<file path="config.mk">
export PLATFORM = sky130hd
export DESIGN_NAME = bipartite_buffer_pointer_control_core
export DESIGN_NICKNAME = d
export VERILOG_FILES = /design/src/sv/bbpc_pkg.sv /design/src/sv/bipartite_buffer_pointer_control_core.sv /design/src/sv/bbpc_ptr_unit.sv
export SDC_FILE = /design/constraint.sdc
export NUM_CORES = 1
export LEC_CHECK = 0
export BUFFER_PORTS_ARGS = -buffer_cell sky130_fd_sc_hd__buf_2
export CAP_MARGIN = 15
export CORE_UTILIZATION = 45
export CTS_BUF_LIST = sky130_fd_sc_hd__clkbuf_4
export CTS_CLUSTER_DIAMETER = 30
export DETAILED_ROUTE_END_ITERATION = 8
export GPL_ROUTABILITY_DRIVEN = 1
export SKIP_LAST_GASP = 1
export SLEW_MARGIN = 20
export SYNTH_ARGS = -nofsm -noshare
export SYNTH_HDL_FRONTEND = slang
export SYNTH_SLANG_ARGS = --single-unit
</file>
<file path="constraint.sdc">
create_clock -name clk -period 6.43 [get_ports clk]
set_clock_uncertainty 0.1 [all_clocks]
set_input_delay 1.286 -clock clk [delete_from_list [all_inputs] [get_ports clk]]
set_output_delay 1.286 -clock clk [all_outputs]
set_load 0.02 [all_outputs]
</file>
<file path="src/sv/bbpc_pkg.sv">
package bbpc_pkg;

	localparam int KIND_W = 2;
	localparam int LEN_W = 13;
	localparam int OFF_W = 12;
	localparam int DEFAULT_CAPACITY = 4096;

	typedef enum logic [KIND_W-1:0] {
		OP_RESERVE = 2'd0,
		OP_COMMIT  = 2'd1,
		OP_READ    = 2'd2,
		OP_CONSUME = 2'd3
	} op_t;

	typedef struct packed {
		logic             granted;
		logic [OFF_W-1:0] offset;
		logic [LEN_W-1:0] length;
		logic             full;
		logic             empty;
	} result_t;

endpackage

</file>
<file path="src/sv/bipartite_buffer_pointer_control_core.sv">
// pointer control for a bipartite circular byte buffer (read, write, wrap mark)
// command channel: drive kind, length and block_start with start high; the item
// is taken at a rising edge where start is high and busy is low. busy stays low,
// so one item can be taken every cycle.
// kinds: reserve asks for a contiguous region, commit advances the write
// position, read reports the next readable region, consume retires a region.
// result channel: done strobes high for exactly one cycle with granted,
// region_offset, region_length, is_full and is_empty. an item taken is
// registered into the s1 stage and its result into result_q with done_q,
// one result per item, in order. throughput is one item per cycle: the three
// pointer registers are updated in the same cycle the item is evaluated, so
// the next item sees the new state.
// the receiver cannot stall and must take each result in its strobe cycle.
// reset (arst_n low) clears the pointers and the mark, so the buffer is empty,
// and drops any item in flight.
module bipartite_buffer_pointer_control_core #(
	parameter int CAPACITY = bbpc_pkg::DEFAULT_CAPACITY
) (
	input  logic                        clk,
	input  logic                        arst_n,
	input  logic                        start,
	output logic                        busy,
	input  logic [bbpc_pkg::KIND_W-1:0] kind,
	input  logic [bbpc_pkg::LEN_W-1:0]  length,
	input  logic [bbpc_pkg::OFF_W-1:0]  block_start,
	output logic                        done,
	output logic                        granted,
	output logic [bbpc_pkg::OFF_W-1:0]  region_offset,
	output logic [bbpc_pkg::LEN_W-1:0]  region_length,
	output logic                        is_full,
	output logic                        is_empty
);
	import bbpc_pkg::*;

	logic             valid_s1;
	logic [KIND_W-1:0] kind_s1;
	logic [LEN_W-1:0] length_s1;
	logic [OFF_W-1:0] start_s1;
	result_t          result;
	result_t          result_q;
	logic             done_q;

	assign busy = 1'b0;

	always_ff @(posedge clk or negedge arst_n) begin
		if (!arst_n) begin
			valid_s1 <= 1'b0;
		end else begin
			valid_s1 <= start && !busy;
		end
	end

	always_ff @(posedge clk) begin
		if (start && !busy) begin
			kind_s1   <= kind;
			length_s1 <= length;
			start_s1  <= block_start;
		end
	end

	bbpc_ptr_unit #(
		.CAPACITY(CAPACITY)
	) u_ptr (
		.clk      (clk),
		.arst_n   (arst_n),
		.valid_s1 (valid_s1),
		.kind_s1  (kind_s1),
		.length_s1(length_s1),
		.start_s1 (start_s1),
		.result   (result)
	);

	always_ff @(posedge clk or negedge arst_n) begin
		if (!arst_n) begin
			done_q <= 1'b0;
		end else begin
			done_q <= valid_s1;
		end
	end

	always_ff @(posedge clk) begin
		if (valid_s1) begin
			result_q <= result;
		end
	end

	assign done          = done_q;
	assign granted       = result_q.granted;
	assign region_offset = result_q.offset;
	assign region_length = result_q.length;
	assign is_full       = result_q.full;
	assign is_empty      = result_q.empty;

endmodule

</file>
<file path="src/sv/bbpc_ptr_unit.sv">
module bbpc_ptr_unit #(
	parameter int CAPACITY = bbpc_pkg::DEFAULT_CAPACITY
) (
	input  logic                        clk,
	input  logic                        arst_n,
	input  logic                        valid_s1,
	input  logic [bbpc_pkg::KIND_W-1:0] kind_s1,
	input  logic [bbpc_pkg::LEN_W-1:0]  length_s1,
	input  logic [bbpc_pkg::OFF_W-1:0]  start_s1,
	output bbpc_pkg::result_t           result
);
	import bbpc_pkg::*;

	localparam int PW = $clog2(CAPACITY + 1);
	// arithmetic width: holds position + length and start + length without overflow
	localparam int SW = ((PW > LEN_W) ? PW : LEN_W) + 1;

	logic [PW-1:0] rp_q, wp_q, wm_q;
	logic [SW-1:0] rp, wp, wm, ln, st, cap;
	logic [SW-1:0] rp_n, wp_n, wm_n;
	logic [SW-1:0] wp_plus_len, commit_len, wp_plus_commit, end_raw, end_sat;
	logic [SW-1:0] off, rlen;
	logic          granted;
	op_t           op;

	assign rp  = SW'(rp_q);
	assign wp  = SW'(wp_q);
	assign wm  = SW'(wm_q);
	assign ln  = SW'(length_s1);
	assign st  = SW'(start_s1);
	assign cap = SW'(CAPACITY);
	assign op  = op_t'(kind_s1);

	assign wp_plus_len    = wp + ln;
	assign commit_len     = (ln > cap) ? cap : ln;
	assign wp_plus_commit = wp + commit_len;
	assign end_raw        = st + ln;
	assign end_sat        = (end_raw > cap) ? cap : end_raw;

	always_comb begin
		rp_n    = rp;
		wp_n    = wp;
		wm_n    = wm;
		granted = 1'b1;
		off     = '0;
		rlen    = '0;
		case (op)
			OP_RESERVE: begin
				granted = 1'b0;
				if (wm != '0) begin
					if (wp_plus_len <= rp) begin
						granted = 1'b1;
						off     = wp;
						rlen    = ln;
					end
				end else if (wp_plus_len <= cap) begin
					granted = 1'b1;
					off     = wp;
					rlen    = ln;
				end else if (rp >= ln) begin
					granted = 1'b1;
					rlen    = ln;
				end
			end
			OP_COMMIT: begin
				// region does not fit at the end: mark and restart at zero
				if (wp_plus_commit > cap) begin
					wm_n = wp;
					wp_n = commit_len;
				end else begin
					wp_n = wp_plus_commit;
				end
			end
			OP_READ: begin
				if (wm != '0) begin
					if (rp == wm) begin
						rlen = wp;
					end else begin
						off  = rp;
						rlen = (wm > rp) ? wm - rp : '0;
					end
				end else begin
					off  = rp;
					rlen = (wp > rp) ? wp - rp : '0;
				end
			end
			OP_CONSUME: begin
				if (end_sat == wm) begin
					rp_n = '0;
					wm_n = '0;
				end else begin
					if (rp >= end_sat) begin
						wm_n = '0;
					end
					rp_n = end_sat;
				end
			end
			default: begin
				granted = 1'b1;
			end
		endcase
	end

	always_ff @(posedge clk or negedge arst_n) begin
		if (!arst_n) begin
			rp_q <= '0;
			wp_q <= '0;
			wm_q <= '0;
		end else if (valid_s1) begin
			rp_q <= rp_n[PW-1:0];
			wp_q <= wp_n[PW-1:0];
			wm_q <= wm_n[PW-1:0];
		end
	end

	// flags are taken after the update
	always_comb begin
		result.granted = granted;
		result.offset  = off[OFF_W-1:0];
		result.length  = rlen[LEN_W-1:0];
		result.full    = (wm_n != '0) && (rp_n == wp_n);
		result.empty   = (wm_n == '0) && (rp_n == wp_n);
	end

endmodule

</file>
[Word level (Yosys, flattened, before mapping)]
Cells that the tools add are included.
Storage, ports and cells
  register bits: 96
  input bits: 30
  output and inout bits: 30
  logic and storage cells: 68
Operators by class
  $add $sub $neg: 5
  magnitude comparators: 9
  equality and inequality tests: 6
  muxes and demuxes: 29
  reduce and logical (&&, ||, !) cells: 6
Operators with widths (number)
  $mux W13: 11
  $mux W14: 6
  $mux W12: 5
  $add A13 B13 Y14: 2
  $gt A14 B13 Y1 const B: 2
  $pmux W14 S2: 1
  $reduce_bool A14 Y1: 2
  $gt A13 B13 Y1: 2
  $pmux W13 S2: 1
  $sub A13 B13 Y13: 2
  $pmux W12 S2: 1
  $add A12 B13 Y14: 1
  $eq A14 B13 Y1: 1
  $eq A14 B14 Y1: 1
  $ge A13 B14 Y1: 1
  $le A14 B13 Y1: 1
  $le A14 B13 Y1 const B: 1
  $logic_not A14 Y1: 1
  $eq A13 B13 Y1: 1
  $ge A13 B13 Y1: 1
  $gt A13 B13 Y1 const B: 1
  $eq A2 B2 Y1 const B: 2
  $mux W1: 4
  $eq A2 B1 Y1 const B: 1
  2 further kinds: 3

[Longest topological paths before layout]
  word-level depth: 9
  gate-level depth with buffers: 26
  gate-level depth less buffers: 24

[Modules after synthesis]
A second synthesis with hierarchy kept.
Second synthesis, totals
  cell total of the unflattened synthesis: 1094
  area total of the unflattened synthesis: 9525.4 um2
Modules (own cells, without submodules)
  bbpc_ptr_unit: times used 1, cells each 1035, area an instance 7812.5 um2, seq. area each 975.9 um2
  bipartite_buffer_pointer_control_core: times used 1, cells each 59, area an instance 1712.9 um2, seq. area each 1701.6 um2

[Worst setup path before layout]
No wires, ideal clock.
  path kind: reg-to-reg
  from: register length_s1[0]
  to: register result_q (netlist bit is_empty) (data pin)
  library setup time: 271 ps
  arrival: 4458 ps
  slack: 1601 ps
  stages on the path, launching flop included: 25
  clock period less this slack: 4829 ps
  cells stage by stage: edfxtp_1 > ha_1 > inv_1 > fa_1 > nor2b_1 > o22a_2 > a31oi_2 > mux2i_1 > nor4_1 > a31o_2 > buf_4 > and2_1 > ha_1 > nand2b_1 > a21o_1 > a21oi_1 > nor2b_1 > o21ai_0 > nand2b_1 > a21oi_1 > nor3_1 > o31a_1 > nor4b_2 > o22ai_1 > nor4b_2
RTL lines
  start: declaration: RTL line bipartite_buffer_pointer_control_core.sv:37  | logic [LEN_W-1:0] length_s1;
  start signal: assignment: RTL line bipartite_buffer_pointer_control_core.sv:56  | length_s1 <= length;
  end signal: assignment: RTL line bipartite_buffer_pointer_control_core.sv:83  | result_q <= result;
  end: declaration: RTL line bipartite_buffer_pointer_control_core.sv:40  | result_t result_q;

==> metrics.cfg <==
[die]
dieArea_um2 = 21500
floorplan.die.width_um = 147
io-pin-count = 60
floorplan.initialDensity_pct = 46.2
core_region_area_um2 = 20400
std_cell_rows = 52
chipHeight_um = 147

[critical_path]
critical_path.endpoint_type = flip-flop
critical_path_class = reg -> reg
r2r_cells = 23
setup.worst_path.start_class = flip-flop
worstPathRequired_ns = 6.68
cp.arrival_ns = 5.88
crit_path_max_fanout = 14

[clock_tree]
post_cts_hold_buffer_count = 0
cts_sinks = 96
cts-htree-levels = 3
cts_buffers = 9
post_cts.repair.setup_buffers = 0
cts_repair_resize_count = 0
cts-root-buf = sky130_fd_sc_hd__clkbuf_4
cts.reportedPaths.clkPinSlew_ns = 0.19
clock_tree.buffer_depth = 2
clk-insertion-delay-late_ns = 0.53
clock_tree_from_tritoncts = yes

[cells_and_area]
areaGrowthSynthToFinish_pct = 8.07
finish.cell_count_without_fillers = 1375
nets = 1237
final_layout_size_suffix_gt1_share_pct = 12.9
fillerInstances = 1931
finish.utilization_pct = 49.9

[sta]
hold-worst-slack_ns = 0.532
slew_at_the_pin_closest_to_its_max_slew_limit_ns = 0.974
timing_max_transition_violations_final = 0
period_minus_slack_ns = 5.63
min_period_over_period_pct = 87.6
rsz0062_at_grt = no
final_hold_viol_count = 0
fmax_mhz = 178
relSlewSlack_pct = 34.5
fin_tns_setup_ns = 0
finalSetupViolations = 0

[detailed_routing]
finalWirelength_mm = 33.6
routed-via-count = 8773
wl_per_cell_um = 24.4
antenna_violating_nets_post_route = 0
drt_pre_antenna_iters = 9
iteration_0_drc_count_of_the_detailed_router = 792
viasPerCell = 6.38
drcViolationCount = 0

[flow_run]
drv_cap = 0

[synth]
postSynthRegisterBits = 96
synth_nets = 1189
synth_area_leader_cell = sky130_fd_sc_hd__edfxtp_1
synthTopCellsByArea = sky130_fd_sc_hd__edfxtp_1 18%, sky130_fd_sc_hd__ha_1 14%, sky130_fd_sc_hd__dfrtp_1 11%, sky130_fd_sc_hd__a21oi_1 4.3%, sky130_fd_sc_hd__xnor2_1 4.2%
synth.distinct_cells = 102
portion_of_the_post_synthesis_area_used_by_sequential_elements_pct = 28.5
yosys.area.top_type_share_pct = 17.6
ys_dominant_reg_cell = sky130_fd_sc_hd__edfxtp_1
post_synth_instance_area_um2 = 9410
avgSynthCellArea_um2 = 8.95
postSynth.asyncResetShare_pct = 42.7
synth_cells = 1051
synth_edf_count = 55
yosys_warnings = 0

[global_route]
first_pass_grt_wire_length_mm = 50.7
global_route.overflow_total = 0
pin_count_of_the_biggest_net_entering_global_routing = 49
gr-usage-all-layers_pct = 31.6
via_count_of_the_first_global_routing_pass = 8309
number_of_antenna_violations_at_the_first_check_in_global_routing = 1

[power]
power_density_nw_per_um2 = 500
switching_share_pct = 53.5
finalPower_mw = 5.08
p_leak_nw = 4.34
power.share.combinational_pct = 71.4
vdd_drop_max_mv = 0.171
switchingPower_mw = 2.72
clockPowerShare_pct = 7.2
p_int_mw = 2.36
power_frac_seq_pct = 21.4

[placed_design]
buffer_ports.inserted = 58
post-place-cells = 1358
gpl.final_weighted_congestion = 0.978
hpwl_mm = 26.2

[status]
status = completed

[hold_path]
number_of_cells_traversed_by_the_worst_hold_path = 1
hp-class = reg -> reg

kinds of logic after synthesis:
group | Yosys count | share of synthesized area [%]
other cells | 1 | 0.0399
fa+ha+maj | 108 | 14.8
buf+inv | 119 | 5.03
xor+xnor | 65 | 6.05
simple gates | 300 | 17.2
flops | 96 | 28.5
compound gates | 346 | 26.7
mux | 16 | 1.78
cells in the mapped netlist (22+ instances only):
cell and instances:
sky130_fd_sc_hd__a21oi_1 81, sky130_fd_sc_hd__ha_1 103, sky130_fd_sc_hd__inv_1 74, sky130_fd_sc_hd__o21ai_0 38, sky130_fd_sc_hd__xnor2_1 45, sky130_fd_sc_hd__nand2_1 66
sky130_fd_sc_hd__nor3_1 22, sky130_fd_sc_hd__clkbuf_1 30, sky130_fd_sc_hd__nor2_1 73, sky130_fd_sc_hd__edfxtp_1 55, sky130_fd_sc_hd__dfrtp_1 41, sky130_fd_sc_hd__a22o_1 26
worst paths after layout:
kind                            slack (ns)                      start                   endpoint
worst min register to register        0.53  u_ptr.wm_q[0]$_DFFE_PN0P_  u_ptr.wm_q[0]$_DFFE_PN0P_
worst max-delay path                  0.80     length_s1[1]$_DFFE_PP_          is_full$_DFFE_PP_
max in group asynchronous             5.03                     arst_n         valid_s1$_DFF_PN0_
worst min-delay path                  0.53  u_ptr.wm_q[0]$_DFFE_PN0P_  u_ptr.wm_q[0]$_DFFE_PN0P_
min in group asynchronous             0.72                     arst_n             done$_DFF_PN0_
worst max register to register        0.80     length_s1[1]$_DFFE_PP_          is_full$_DFFE_PP_
power by group through the flow:
stage	logic, mW	clock network, mW	registers, mW
2_1_floorplan	2.51	0	1.07
3_5_place_dp	3.54	0	1.09
4_1_cts	3.56	0.369	1.08
6_report	3.63	0.365	1.09
3_3_place_gp	3.54	0	1.09
5_1_grt	3.96	0.388	1.09
worst max-delay path: stages (launching register included):
cell	delay, ns
sky130_fd_sc_hd__edfxtp_1	0.54
sky130_fd_sc_hd__inv_1	0.19
sky130_fd_sc_hd__fa_1	0.51
sky130_fd_sc_hd__nor2b_1	0.20
sky130_fd_sc_hd__o22a_2	0.22
sky130_fd_sc_hd__a31oi_2	0.12
sky130_fd_sc_hd__o21ai_1	0.24
sky130_fd_sc_hd__mux2_2	0.42
sky130_fd_sc_hd__inv_2	0.21
sky130_fd_sc_hd__a31o_2	0.30
sky130_fd_sc_hd__and2_1	0.19
sky130_fd_sc_hd__ha_1	0.22
sky130_fd_sc_hd__nand2b_1	0.14
sky130_fd_sc_hd__a21o_1	0.17
sky130_fd_sc_hd__a21oi_1	0.14
sky130_fd_sc_hd__nor2b_1	0.06
sky130_fd_sc_hd__o21ai_0	0.14
sky130_fd_sc_hd__nand2b_1	0.07
sky130_fd_sc_hd__a21oi_1	0.16
sky130_fd_sc_hd__nor3_1	0.07
sky130_fd_sc_hd__o31a_1	0.24
sky130_fd_sc_hd__nor4b_2	0.35
sky130_fd_sc_hd__o22ai_1	0.16
sky130_fd_sc_hd__nor4_1	0.29
per-stage QoR:
step | worst slack (ns) | area, um2
after detailed placement | 0.846 | 10000
after global placement | 1.04 | 10000
after floorplan | 1.60 | 9410
final | 0.800 | 10200
after CTS | 0.860 | 10200
after global routing | 0.460 | 10200
final cells by class:
cell class	count	area, um2	area share [%]
clock buffers	9	67.6	0.665
multi-input cells	836	6260	61.6
flip-flops and latches	96	2680	26.3
inverters	76	285	2.81
diodes	1	2.50	0.0246
repair buffers	80	455	4.48
clock inverters	7	76.3	0.751
well taps	270	338	3.32
layer usage:
metal	global-route usage (%)	up-vias	routed length, um
met5	0	-	0
met1	41.5	4132	14200
met3	5.78	110	2780
met4	13.2	0	1440
met2	51.1	442	15200
li1	-	4089	-
placed cells by master (no fill, tap or decap), drive strengths merged, types with 41 or more instances in the layout:
| master | count |
|---|---|
| xnor2 | 45 |
| nor2 | 74 |
| o21ai | 45 |
| inv | 80 |
| dfrtp | 41 |
| a21oi | 82 |
| ha | 103 |
| edfxtp | 55 |
| buf | 80 |
| nand2 | 66 |
registers in the layout, summed over array words and instances, names as in the netlist, 2 cells and up:
register and count:
kind_s1 2, start_s1 12, length_s1 13, u_ptr.rp_q 13, region_length 13, region_offset 12, u_ptr.wm_q 13, u_ptr.wp_q 13
Power figures use the tool's default switching activity.
